[src/b58_pkg.sv]
// ----------------------------------------------------------------------------
// b58_pkg
// Shared types, constants and the character-to-digit map for the Base58
// decoder.
// ----------------------------------------------------------------------------
package b58_pkg;

   // Longest decoded message in bytes (1 to 64)
   localparam int MAX_BYTES = 32;
   // Counter wide enough to hold MAX_BYTES itself
   localparam int CNT_W     = $clog2(MAX_BYTES + 1);
   localparam int ZC_W      = 7;
   localparam int TOT_W     = ZC_W + 1;
   localparam int DIGIT_W   = 6;
   localparam int CARRY_W   = 7;
   localparam int PROD_W    = 15;

   localparam logic [ZC_W-1:0] ZC_MAX    = '1;
   localparam logic [7:0]      LEAD_CHAR = 8'h31;   // '1'
   localparam logic [7:0]      RADIX     = 8'd58;

   localparam logic [1:0] STATUS_OK       = 2'd0;
   localparam logic [1:0] STATUS_BAD_CHAR = 2'd1;
   localparam logic [1:0] STATUS_TOO_LONG = 2'd2;

   typedef struct packed {
      logic [7:0] char_code;
      logic       last_char;
   } req_type;

   typedef struct packed {
      logic [7:0] data_byte;
      logic       has_byte;
      logic [1:0] status;
      logic       last_byte;
   } rsp_type;

   typedef struct packed {
      logic mul;
      logic clear;
   } acc_step_type;

   typedef enum logic [1:0] {
      RES_HOLD,
      RES_LOAD,
      RES_CARRY,
      RES_SHIFT
   } res_mode_type;

   typedef struct packed {
      logic [ZC_W-1:0] zero_count;
      logic            bad_char;
      logic            too_long;
   } msg_info_type;

   typedef struct packed {
      logic               valid;
      logic [DIGIT_W-1:0] value;
   } digit_type;

   // Alphabet 1-9 A-H J-N P-Z a-k m-z, digits 0..57
   function automatic digit_type digit_of(input logic [7:0] c);
      digit_type  d;
      logic [7:0] diff;
      d    = '0;
      diff = 8'd0;
      d.valid = 1'b1;
      if (c >= 8'h31 && c <= 8'h39) begin
         diff = c - 8'h31;           // '1' -> 0
      end else if (c >= 8'h41 && c <= 8'h48) begin
         diff = c - 8'h38;           // 'A' -> 9
      end else if (c >= 8'h4A && c <= 8'h4E) begin
         diff = c - 8'h39;           // 'J' -> 17
      end else if (c >= 8'h50 && c <= 8'h5A) begin
         diff = c - 8'h3A;           // 'P' -> 22
      end else if (c >= 8'h61 && c <= 8'h6B) begin
         diff = c - 8'h40;           // 'a' -> 33
      end else if (c >= 8'h6D && c <= 8'h7A) begin
         diff = c - 8'h41;           // 'm' -> 44
      end else begin
         d.valid = 1'b0;
      end
      d.value = diff[DIGIT_W-1:0];
      return d;
   endfunction

endpackage

[src/b58_acc_cell.sv]
// ----------------------------------------------------------------------------
// b58_acc_cell
// One byte of the accumulator chain: multiply-by-58 and add with a carry
// that is registered and handed to the next cell up.
// ----------------------------------------------------------------------------
module b58_acc_cell (
   input  logic                           clock,
   input  logic                           reset,
   input  b58_pkg::acc_step_type          step,
   input  logic [b58_pkg::DIGIT_W-1:0]    digit,
   input  logic [b58_pkg::CARRY_W-1:0]    cin,
   output logic [7:0]                     snap_a,
   output logic [b58_pkg::CARRY_W-1:0]    snap_c,
   output logic [b58_pkg::CARRY_W-1:0]    cout
);
   import b58_pkg::*;

   logic [7:0]         a_ff, a_in;
   logic [CARRY_W-1:0] cout_ff, cout_in;
   logic [8:0]         sum;
   logic [PROD_W-1:0]  t;

   // Pending carry is folded in before scaling; carry stays below 87
   always_comb begin
      sum = {1'b0, a_ff} + {2'b00, cin};
      if (step.mul) begin
         t = PROD_W'(sum) * PROD_W'(RADIX) + PROD_W'(digit);
      end else begin
         t = PROD_W'(sum);
      end
      snap_a  = t[7:0];
      snap_c  = t[PROD_W-1:8];
      a_in    = step.clear ? 8'd0 : snap_a;
      cout_in = step.clear ? '0 : snap_c;
   end

   always_ff @(posedge clock) begin
      if (reset) begin
         a_ff    <= 8'd0;
         cout_ff <= '0;
      end else begin
         a_ff    <= a_in;
         cout_ff <= cout_in;
      end
   end

   assign cout = cout_ff;

endmodule

[src/b58_res_cell.sv]
// ----------------------------------------------------------------------------
// b58_res_cell
// One byte of the resolve chain: settles leftover carries one step per
// cycle, then shifts bytes toward the top for output.
// ----------------------------------------------------------------------------
module b58_res_cell (
   input  logic                           clock,
   input  b58_pkg::res_mode_type          mode,
   input  logic [7:0]                     load_a,
   input  logic [b58_pkg::CARRY_W-1:0]    load_c,
   input  logic                           cin,
   input  logic [7:0]                     shift_in,
   output logic [7:0]                     a_out,
   output logic                           cout
);
   import b58_pkg::*;

   logic [7:0]         a_ff, a_in;
   logic [CARRY_W-1:0] c_ff, c_in;
   logic [8:0]         sum;

   always_comb begin
      sum  = {1'b0, a_ff} + {2'b00, c_ff};
      a_in = a_ff;
      c_in = c_ff;
      unique case (mode)
         RES_HOLD: begin
         end
         RES_LOAD: begin
            a_in = load_a;
            c_in = load_c;
         end
         RES_CARRY: begin
            a_in = sum[7:0];
            c_in = CARRY_W'(cin);
         end
         RES_SHIFT: begin
            a_in = shift_in;
            c_in = '0;
         end
         default: begin
         end
      endcase
   end

   always_ff @(posedge clock) begin
      a_ff <= a_in;
      c_ff <= c_in;
   end

   assign a_out = a_ff;
   assign cout  = (mode == RES_CARRY) ? sum[8] : 1'b0;

endmodule

[src/b58_emitter.sv]
// ----------------------------------------------------------------------------
// b58_emitter
// Takes a finished message snapshot, settles carries, strips leading zero
// bytes and streams the result transactions through an output register.
// ----------------------------------------------------------------------------
module b58_emitter (
   input  logic                                            clock,
   input  logic                                            reset,
   input  logic                                            load,
   input  b58_pkg::msg_info_type                           info,
   input  logic [b58_pkg::MAX_BYTES-1:0][7:0]              load_a,
   input  logic [b58_pkg::MAX_BYTES-1:0][b58_pkg::CARRY_W-1:0] load_c,
   output logic                                            busy,
   output logic                                            rsp_valid,
   input  logic                                            rsp_stall,
   output b58_pkg::rsp_type                                rsp_payload
);
   import b58_pkg::*;

   typedef enum logic [2:0] {
      ST_IDLE,
      ST_CARRY,
      ST_STRIP,
      ST_DECIDE,
      ST_EMIT
   } state_type;

   state_type           state_ff;
   msg_info_type        info_ff;
   logic [CNT_W-1:0]    cnt_ff;
   logic [CNT_W-1:0]    total_left_ff;
   logic [ZC_W-1:0]     zeros_left_ff;
   logic                rsp_valid_ff;
   rsp_type             rsp_ff;

   res_mode_type        mode;
   logic [MAX_BYTES-1:0][7:0] cell_a;
   logic [MAX_BYTES-1:0]      cell_cout;
   logic [7:0]          top_a;
   logic                top_cout;
   logic                out_free;
   logic                strip_go;
   logic [CNT_W-1:0]    sig;
   logic [TOT_W-1:0]    total;
   logic                one_rsp;
   logic                rsp_load;

   for (genvar i = 0; i < MAX_BYTES; i++) begin : g_res
      logic       cin_w;
      logic [7:0] shift_w;
      if (i == 0) begin : g_bottom
         assign cin_w   = 1'b0;
         assign shift_w = 8'd0;
      end else begin : g_upper
         assign cin_w   = cell_cout[i-1];
         assign shift_w = cell_a[i-1];
      end
      b58_res_cell u_cell (
         .clock    (clock),
         .mode     (mode),
         .load_a   (load_a[i]),
         .load_c   (load_c[i]),
         .cin      (cin_w),
         .shift_in (shift_w),
         .a_out    (cell_a[i]),
         .cout     (cell_cout[i])
      );
   end

   assign top_a    = cell_a[MAX_BYTES-1];
   assign top_cout = cell_cout[MAX_BYTES-1];
   assign out_free = !rsp_valid_ff || !rsp_stall;
   assign strip_go = (top_a == 8'd0) && (cnt_ff != CNT_W'(MAX_BYTES));
   assign sig      = CNT_W'(MAX_BYTES) - cnt_ff;
   assign total    = TOT_W'(info_ff.zero_count) + TOT_W'(sig);

   // Snapshot that ends in a single status transaction
   assign one_rsp  = info_ff.bad_char || info_ff.too_long ||
                     (total > TOT_W'(MAX_BYTES)) || (total == '0);
   assign rsp_load = out_free &&
                     ((state_ff == ST_EMIT) || ((state_ff == ST_DECIDE) && one_rsp));

   always_comb begin
      mode = RES_HOLD;
      unique case (state_ff)
         ST_IDLE:   if (load) mode = RES_LOAD;
         ST_CARRY:  mode = RES_CARRY;
         ST_STRIP:  if (strip_go) mode = RES_SHIFT;
         ST_DECIDE: mode = RES_HOLD;
         ST_EMIT:   if (out_free && zeros_left_ff == '0) mode = RES_SHIFT;
         default:   mode = RES_HOLD;
      endcase
   end

   always_ff @(posedge clock) begin
      if (reset) begin
         state_ff     <= ST_IDLE;
         cnt_ff       <= '0;
         rsp_valid_ff <= 1'b0;
      end else begin
         rsp_valid_ff <= rsp_load || (rsp_valid_ff && rsp_stall);
         unique case (state_ff)
            ST_IDLE: begin
               if (load) begin
                  info_ff  <= info;
                  cnt_ff   <= '0;
                  state_ff <= ST_CARRY;
               end
            end
            ST_CARRY: begin
               if (top_cout) begin
                  info_ff.too_long <= 1'b1;
               end
               if (cnt_ff == CNT_W'(MAX_BYTES - 1)) begin
                  cnt_ff   <= '0;
                  state_ff <= ST_STRIP;
               end else begin
                  cnt_ff <= cnt_ff + 1'b1;
               end
            end
            ST_STRIP: begin
               if (strip_go) begin
                  cnt_ff <= cnt_ff + 1'b1;
               end else begin
                  state_ff <= ST_DECIDE;
               end
            end
            ST_DECIDE: begin
               if (out_free) begin
                  rsp_ff.data_byte <= 8'd0;
                  rsp_ff.has_byte  <= 1'b0;
                  rsp_ff.last_byte <= 1'b1;
                  priority if (info_ff.bad_char) begin
                     rsp_ff.status <= STATUS_BAD_CHAR;
                     state_ff      <= ST_IDLE;
                  end else if (info_ff.too_long || total > TOT_W'(MAX_BYTES)) begin
                     rsp_ff.status <= STATUS_TOO_LONG;
                     state_ff      <= ST_IDLE;
                  end else if (total == '0) begin
                     rsp_ff.status <= STATUS_OK;
                     state_ff      <= ST_IDLE;
                  end else begin
                     zeros_left_ff <= info_ff.zero_count;
                     total_left_ff <= total[CNT_W-1:0];
                     state_ff      <= ST_EMIT;
                  end
               end
            end
            ST_EMIT: begin
               if (out_free) begin
                  rsp_ff.has_byte  <= 1'b1;
                  rsp_ff.status    <= STATUS_OK;
                  rsp_ff.last_byte <= (total_left_ff == CNT_W'(1));
                  if (zeros_left_ff != '0) begin
                     rsp_ff.data_byte <= 8'd0;
                     zeros_left_ff    <= zeros_left_ff - 1'b1;
                  end else begin
                     rsp_ff.data_byte <= top_a;
                  end
                  total_left_ff <= total_left_ff - 1'b1;
                  if (total_left_ff == CNT_W'(1)) begin
                     state_ff <= ST_IDLE;
                  end
               end
            end
            default: state_ff <= ST_IDLE;
         endcase
      end
   end

   assign busy        = (state_ff != ST_IDLE);
   assign rsp_valid   = rsp_valid_ff;
   assign rsp_payload = rsp_ff;

`ifndef SYNTHESIS
   a_load_when_idle: assert property (@(posedge clock) disable iff (reset)
      load |-> state_ff == ST_IDLE)
      else $error("snapshot loaded while emitter busy");

   a_emit_count: assert property (@(posedge clock) disable iff (reset)
      state_ff == ST_EMIT |-> total_left_ff != '0)
      else $error("emit state with no bytes left");

   a_zeros_bound: assert property (@(posedge clock) disable iff (reset)
      state_ff == ST_EMIT |-> CNT_W'(zeros_left_ff) <= total_left_ff)
      else $error("zero bytes exceed remaining total");

   a_nobyte_last: assert property (@(posedge clock) disable iff (reset)
      rsp_valid_ff && !rsp_ff.has_byte |-> rsp_ff.last_byte)
      else $error("byteless transaction not marked last");
`endif

endmodule

[src/base58_decoder_unit.sv]
// ----------------------------------------------------------------------------
// base58_decoder_unit
// Streaming Base58 decoder: one character per request transaction, decoded
// bytes out most significant first, at most one byte per response transaction.
// ----------------------------------------------------------------------------
//  channel   dir  handshake           payload
//  req_      in   req_valid/req_stall  char_code[7:0], last_char
//  rsp_      out  rsp_valid/rsp_stall  data_byte[7:0], has_byte, status[1:0],
//                                      last_byte
//
//  Characters are taken one per cycle unless stalled; the accumulator is a
//  chain of MAX_BYTES byte cells with carries moving up one cell per cycle.
//  At a last character the chain state is copied to the emitter, which settles
//  carries, strips zero bytes and decides, then streams the
//  response transactions. A last character is stalled while the emitter still
//  drains the previous message; other characters are never stalled. rsp_stall
//  holds the output register and, while it is full, the emitter's decide and
//  emit steps. Synchronous reset returns to the start of a message.
// ----------------------------------------------------------------------------
module base58_decoder_unit (
   input  logic             clock,
   input  logic             reset,
   input  logic             req_valid,
   output logic             req_stall,
   input  b58_pkg::req_type req_payload,
   output logic             rsp_valid,
   input  logic             rsp_stall,
   output b58_pkg::rsp_type rsp_payload
);
   import b58_pkg::*;

   // Message front-end state
   logic            in_leading_ff;
   logic [ZC_W-1:0] zero_cnt_ff;
   logic            bad_ff;
   logic            too_long_ff;

   logic            accept;
   logic            lead_one;
   logic            ovf_now;
   logic            emit_busy;
   logic [ZC_W-1:0] zc_inc;
   digit_type       dig;
   acc_step_type    step;
   msg_info_type    info;

   logic [MAX_BYTES-1:0][7:0]         snap_a;
   logic [MAX_BYTES-1:0][CARRY_W-1:0] snap_c;
   logic [MAX_BYTES-1:0][CARRY_W-1:0] acc_cout;
   logic [MAX_BYTES-1:0][CARRY_W-1:0] res_load_c;

   // Only the closing character has to wait for the emitter
   assign req_stall = req_valid && req_payload.last_char && emit_busy;
   assign accept    = req_valid && !req_stall;

   assign dig      = digit_of(req_payload.char_code);
   assign lead_one = in_leading_ff && (req_payload.char_code == LEAD_CHAR);
   assign zc_inc   = (zero_cnt_ff == ZC_MAX) ? zero_cnt_ff : zero_cnt_ff + 1'b1;

   // Idle cycles still let carries ripple up the chain
   assign step.mul   = accept && !lead_one && dig.valid;
   assign step.clear = accept && req_payload.last_char;

   // Any carry leaving the top cell means the value no longer fits
   assign ovf_now = too_long_ff || (acc_cout[MAX_BYTES-1] != '0);

   for (genvar i = 0; i < MAX_BYTES; i++) begin : g_acc
      logic [CARRY_W-1:0] cin_w;
      logic [DIGIT_W-1:0] digit_w;
      if (i == 0) begin : g_bottom
         assign cin_w         = '0;
         assign digit_w       = dig.value;
         assign res_load_c[i] = '0;
      end else begin : g_upper
         assign cin_w         = acc_cout[i-1];
         assign digit_w       = '0;
         assign res_load_c[i] = snap_c[i-1];
      end
      b58_acc_cell u_cell (
         .clock  (clock),
         .reset  (reset),
         .step   (step),
         .digit  (digit_w),
         .cin    (cin_w),
         .snap_a (snap_a[i]),
         .snap_c (snap_c[i]),
         .cout   (acc_cout[i])
      );
   end

   // Snapshot of the message as the closing character lands
   always_comb begin
      info.zero_count = lead_one ? zc_inc : zero_cnt_ff;
      info.bad_char   = bad_ff || (!lead_one && !dig.valid);
      info.too_long   = ovf_now || (snap_c[MAX_BYTES-1] != '0);
   end

   always_ff @(posedge clock) begin
      if (reset || step.clear) begin
         in_leading_ff <= 1'b1;
         zero_cnt_ff   <= '0;
         bad_ff        <= 1'b0;
         too_long_ff   <= 1'b0;
      end else begin
         too_long_ff <= ovf_now;
         if (accept) begin
            if (lead_one) begin
               zero_cnt_ff <= zc_inc;
            end else begin
               in_leading_ff <= 1'b0;
               if (!dig.valid) begin
                  bad_ff <= 1'b1;
               end
            end
         end
      end
   end

   b58_emitter u_emitter (
      .clock       (clock),
      .reset       (reset),
      .load        (step.clear),
      .info        (info),
      .load_a      (snap_a),
      .load_c      (res_load_c),
      .busy        (emit_busy),
      .rsp_valid   (rsp_valid),
      .rsp_stall   (rsp_stall),
      .rsp_payload (rsp_payload)
   );

endmodule
[config.mk]
export PLATFORM = sky130hd
export DESIGN_NAME = base58_decoder_unit
export DESIGN_NICKNAME = d
export VERILOG_FILES = /design/src/b58_pkg.sv /design/src/b58_acc_cell.sv /design/src/b58_res_cell.sv /design/src/b58_emitter.sv /design/src/base58_decoder_unit.sv
export SDC_FILE = /design/constraint.sdc
export NUM_CORES = 2
export LEC_CHECK = 0
export BUFFER_PORTS_ARGS = -buffer_cell sky130_fd_sc_hd__buf_4
export CORE_ASPECT_RATIO = 0.6
export CORE_UTILIZATION = 55
export CTS_BUF_LIST = sky130_fd_sc_hd__clkbuf_2
export DETAILED_ROUTE_END_ITERATION = 10
export PLACE_DENSITY = 0.68
export SYNTH_ARGS = -nofsm -noshare
export SYNTH_HDL_FRONTEND = slang
export SYNTH_SLANG_ARGS = --single-unit
[constraint.sdc]
create_clock -name clock -period 19.53 [get_ports clock]
set_clock_uncertainty 0.15 [all_clocks]
set_input_delay 1.953 -clock clock [delete_from_list [all_inputs] [get_ports clock]]
set_output_delay 1.953 -clock clock [all_outputs]
set_load 0.05 [all_outputs]
==> results.md <==
- Peak VDD IR: 0.00006106 V
- Worst Setup End Kind: flip-flop
- Fillers: 13360
- Sequential share of power: 50.6%
- Cell variety after synth: 80
- Largest net degree at the start of global routing: 159
- Int Power: 3291 µW
- Synthesized Nets: 10820
- Core Util, Final: 58.34%
- Status: finished, final reports clean
- CP max-delay cell: buf_4
- Worst EP arrival: 8.36 ns
- Minimum clock period: 7.272 ns
- GPL Wtd Cong: 0.8838
- EDFF count, synth: 507
- Area growth, synth to finish: 5.203%
- Clock Path Buffers: 3
- Max incr delay on CP: 0.88 ns
- Post-CTS Setup Repair Bufs: 0
- HPWL Detailed: 157000 µm
- Clock-pin transition on the worst setup and hold timing paths: 0.12 ns
- Die Ht: 306.1 µm
- Commonest register cell after synthesis: edfxtp_1
- Async SR Flop Fraction: 0%
- Root buffer cell: clkbuf_2
- Worst EP required: 20.62 ns
- Via count: 64830
- Initial antenna violation count: 4
- Drt wl/cell: 18.55 µm
- Global-route wire length before repair: 338000 µm
- Register area share after synthesis: 29.76%
- Net Switching: 1635 µW
- Leakage power: 0.04475 µW
- Crit-path most repeated cell: buf_4
- Critical path class: flip-flop to flip-flop
- Routed WL: 209600 µm
- RSZ-0062 raised after global routing: false
- Hold depth: 2
- Synth warnings: 0
- Fmax: 137.5 MHz
- CTS Hold Bufs: 0
- Starting DRT DRC Count: 6084
- Row cnt: 111
- GRT Util Overall: 27.04%
- Maxcap violations: 0
- DR pass1 iterations: 6
- Vias in the first global route: 62960
- Post-cts sizing count: 0
- Gate power share: 19.6%
- Multi-input gate area: 54430 µm²
- Post-Syn Instances: 8972
- Critical path, cell by cell: inv_1 -> or3_1 -> inv_2 -> nand2b_1 -> nor2_1 -> a21oi_1 -> nand3_4 -> buf_4 -> buf_4 -> buf_4 -> buf_4
- R2R cell count: 11
- Worst-margin pin slew: 1.336 ns
- Number of vias per cell: 5.736
- Die area: 155800 µm²
- Share of layout cells above drive strength 1: 5.743%
- Relative slew slack: 10.37%
- Clock group share of total power: 29.8%
- Switching share of power: 33.20%
- Clock tree from TritonCTS: done
- Syn Std Cell Area: 84800 µm²
- Final worst path period share: 37.24%
- Flip-flop and latch count after synthesis: 1007
- Core area: 152900 µm²
- CP max FO: 71
- Setup-failing EPs final: 0
- Ports: 27
- Syn avg cell area: 9.451 µm²
- CTS Buf Count: 233
- Fin nets: 10900
- Drc violations: 0
- Buffers on Ports: 26
- Hold/Removal Path Class: flip-flop to flip-flop
- Fin Setup TNS: 0 ns
- Clk sinks: 1007
- Initial Utilization: 55.45%
- Register area: 25230 µm²
- P per Cell Area: 55.22 nW/µm²
- Clk_lat worst skew: 1.70 ns
- Die W: 508.9 µm
- CP startpoint kind: flip-flop
- Pwr Total: 4926 µW
- Final Hold Fails: 0
- Final Slew Violations: 0
- Post-DRT Antenna Nets: 0
- GR Overflow Total: 0
- H-tree Lvls: 4
## layer usage
metal	track usage, %	wire, µm	up-vias	share of wire, %
li1	-	-	31360	-
met1	44.27	108800	30950	52
met2	36.81	81090	2265	39
met3	3.774	16900	255	8.1
met4	5.764	2831	0	1.4
met5	0	0	-	0
## placed cells by master (no fill, tap or decap), drive strengths merged, types with 26 or more instances in the layout
| cell | Yosys | routed |
|---|---|---|
| a31o | 32 | 32 |
| o21bai | 41 | 41 |
| a2111oi | 34 | 34 |
| buf | 95 | 83 |
| o21ai | 453 | 453 |
| a21o | 155 | 155 |
| clkinv | 0 | 96 |
| ha | 1360 | 1360 |
| or4 | 26 | 26 |
| a21oi | 466 | 466 |
| nand3 | 89 | 89 |
| a22oi | 160 | 160 |
| inv | 1082 | 1084 |
| o221ai | 34 | 34 |
| nor2b | 68 | 68 |
| edfxtp | 507 | 507 |
| nor4 | 40 | 40 |
| clkbuf | 141 | 338 |
| nor2 | 1188 | 1188 |
| a222oi | 31 | 31 |
| nand2b | 40 | 40 |
| o211ai | 111 | 111 |
| xor2 | 383 | 383 |
| a211oi | 33 | 33 |
| fa | 473 | 473 |
| xnor2 | 264 | 264 |
| o21a | 90 | 90 |
| or3 | 26 | 26 |
| nand2 | 440 | 440 |
| nor3 | 283 | 283 |
| dfxtp | 500 | 500 |
| and3 | 70 | 70 |
| o41ai | 57 | 57 |
## worst paths after layout
check	from	end	slack (ns)
min reg2reg	bad_ff$_SDFFE_PP0P_	bad_ff$_SDFFE_PP0P_	0.34
min	bad_ff$_SDFFE_PP0P_	bad_ff$_SDFFE_PP0P_	0.34
max reg2reg	u_emitter.state_ff[2]$_SDFFE_PP0P_	u_emitter.g_res[21].u_cell.a_out[4]$_DFFE_PP_	12.26
max	u_emitter.state_ff[2]$_SDFFE_PP0P_	u_emitter.g_res[21].u_cell.a_out[4]$_DFFE_PP_	12.26
## state kept, by name (all words and copies together) (netlist names), 7 cells and up
register                      count
g_acc.u_cell.a_ff               256
g_acc.u_cell.cout               224
u_emitter.g_res.u_cell.a_out    256
u_emitter.g_res.u_cell.c_ff     217
u_emitter.info_ff                 9
u_emitter.rsp_payload            12
u_emitter.zeros_left_ff           7
zero_cnt_ff                       7
## cells in the mapped netlist, types with 31 or more instances
cell | n | share of area [%]
a2111oi_0 | 33 | 0.34
a211oi_1 | 33 | 0.29
a21o_1 | 155 | 1.4
a21oi_1 | 466 | 2.8
a222oi_1 | 31 | 0.37
a22oi_1 | 160 | 1.4
a31o_2 | 32 | 0.33
and3_1 | 70 | 0.52
buf_2 | 52 | 0.31
clkbuf_1 | 141 | 0.62
dfxtp_1 | 500 | 12
edfxtp_1 | 507 | 18
fa_1 | 473 | 11
ha_1 | 1360 | 20
inv_1 | 1081 | 4.8
nand2_1 | 439 | 1.9
nand2b_1 | 40 | 0.30
nand3_1 | 89 | 0.53
nor2_1 | 1187 | 5.3
nor2b_1 | 68 | 0.50
nor3_1 | 283 | 1.7
nor4_1 | 40 | 0.30
o211ai_1 | 111 | 0.98
o21a_1 | 90 | 0.80
o21ai_0 | 433 | 2.6
o21bai_1 | 41 | 0.36
o221ai_1 | 34 | 0.35
o41ai_1 | 56 | 0.58
xnor2_1 | 264 | 2.7
xor2_1 | 383 | 4.0
## critical path, delay by kind of cell, from the launching register on
family	cells	cell delay, ns
buffers and inverters	6	3.81
AND/OR/NAND/NOR	4	1.98
flip-flops	1	0.53
AO/OA/AOI/OAI	1	0.27
## through the flow
stage | std cells | setup slack (ns) | area, µm² | hold slack [ns]
after floorplan | 8972 | 2.337 | 84800 | 0.2886
after global placement | 10850 | 11.94 | 86920 | 0.3104
after detailed placement | 10850 | 11.87 | 86920 | 0.3097
after CTS | 11300 | 12.23 | 89200 | 0.2137
after global routing | 11300 | 11.73 | 89210 | 0.3215
final | 11300 | 12.26 | 89210 | 0.3398
## power by group through the flow
| stage | clock [µW] | combinational [µW] | sequential, µW |
|---|---|---|---|
| 2_1_floorplan | 0 | 732 | 2550 |
| 3_3_place_gp | 0 | 914 | 2530 |
| 3_5_place_dp | 0 | 947 | 2530 |
| 4_1_cts | 1500 | 955 | 2490 |
| 5_1_grt | 1600 | 1080 | 2500 |
| 6_report | 1470 | 964 | 2490 |
## cells by family (layout without fill, tap and decap cells)
logic type	Yosys count	after routing	share of synthesized area [%]
other	0	4	0
DFF	1007	1007	29.76
buffers and inverters	1318	1610	6.177
AOI/OAI and AO/OA	1831	1831	14.08
adders and majority gates	1834	1834	31.25
muxes	16	16	0.1933
and+or+nand+nor	2318	2318	11.84
xor gates and xnor gates	648	648	6.709
## final cells by class
cell class / count / area share (%)
Timing Repair Buffer: 83 / 0.7265
Multi-Input combinational cell: 6647 / 61.01
Inverter: 1082 / 4.553
Sequential cell: 1007 / 28.29
Tap cell: 2034 / 2.853
Clock inverter: 107 / 0.6606
Clock buffer: 338 / 1.896
Antenna cell: 4 / 0.01122
No activity file was read; power rests on OpenSTA's default activity.
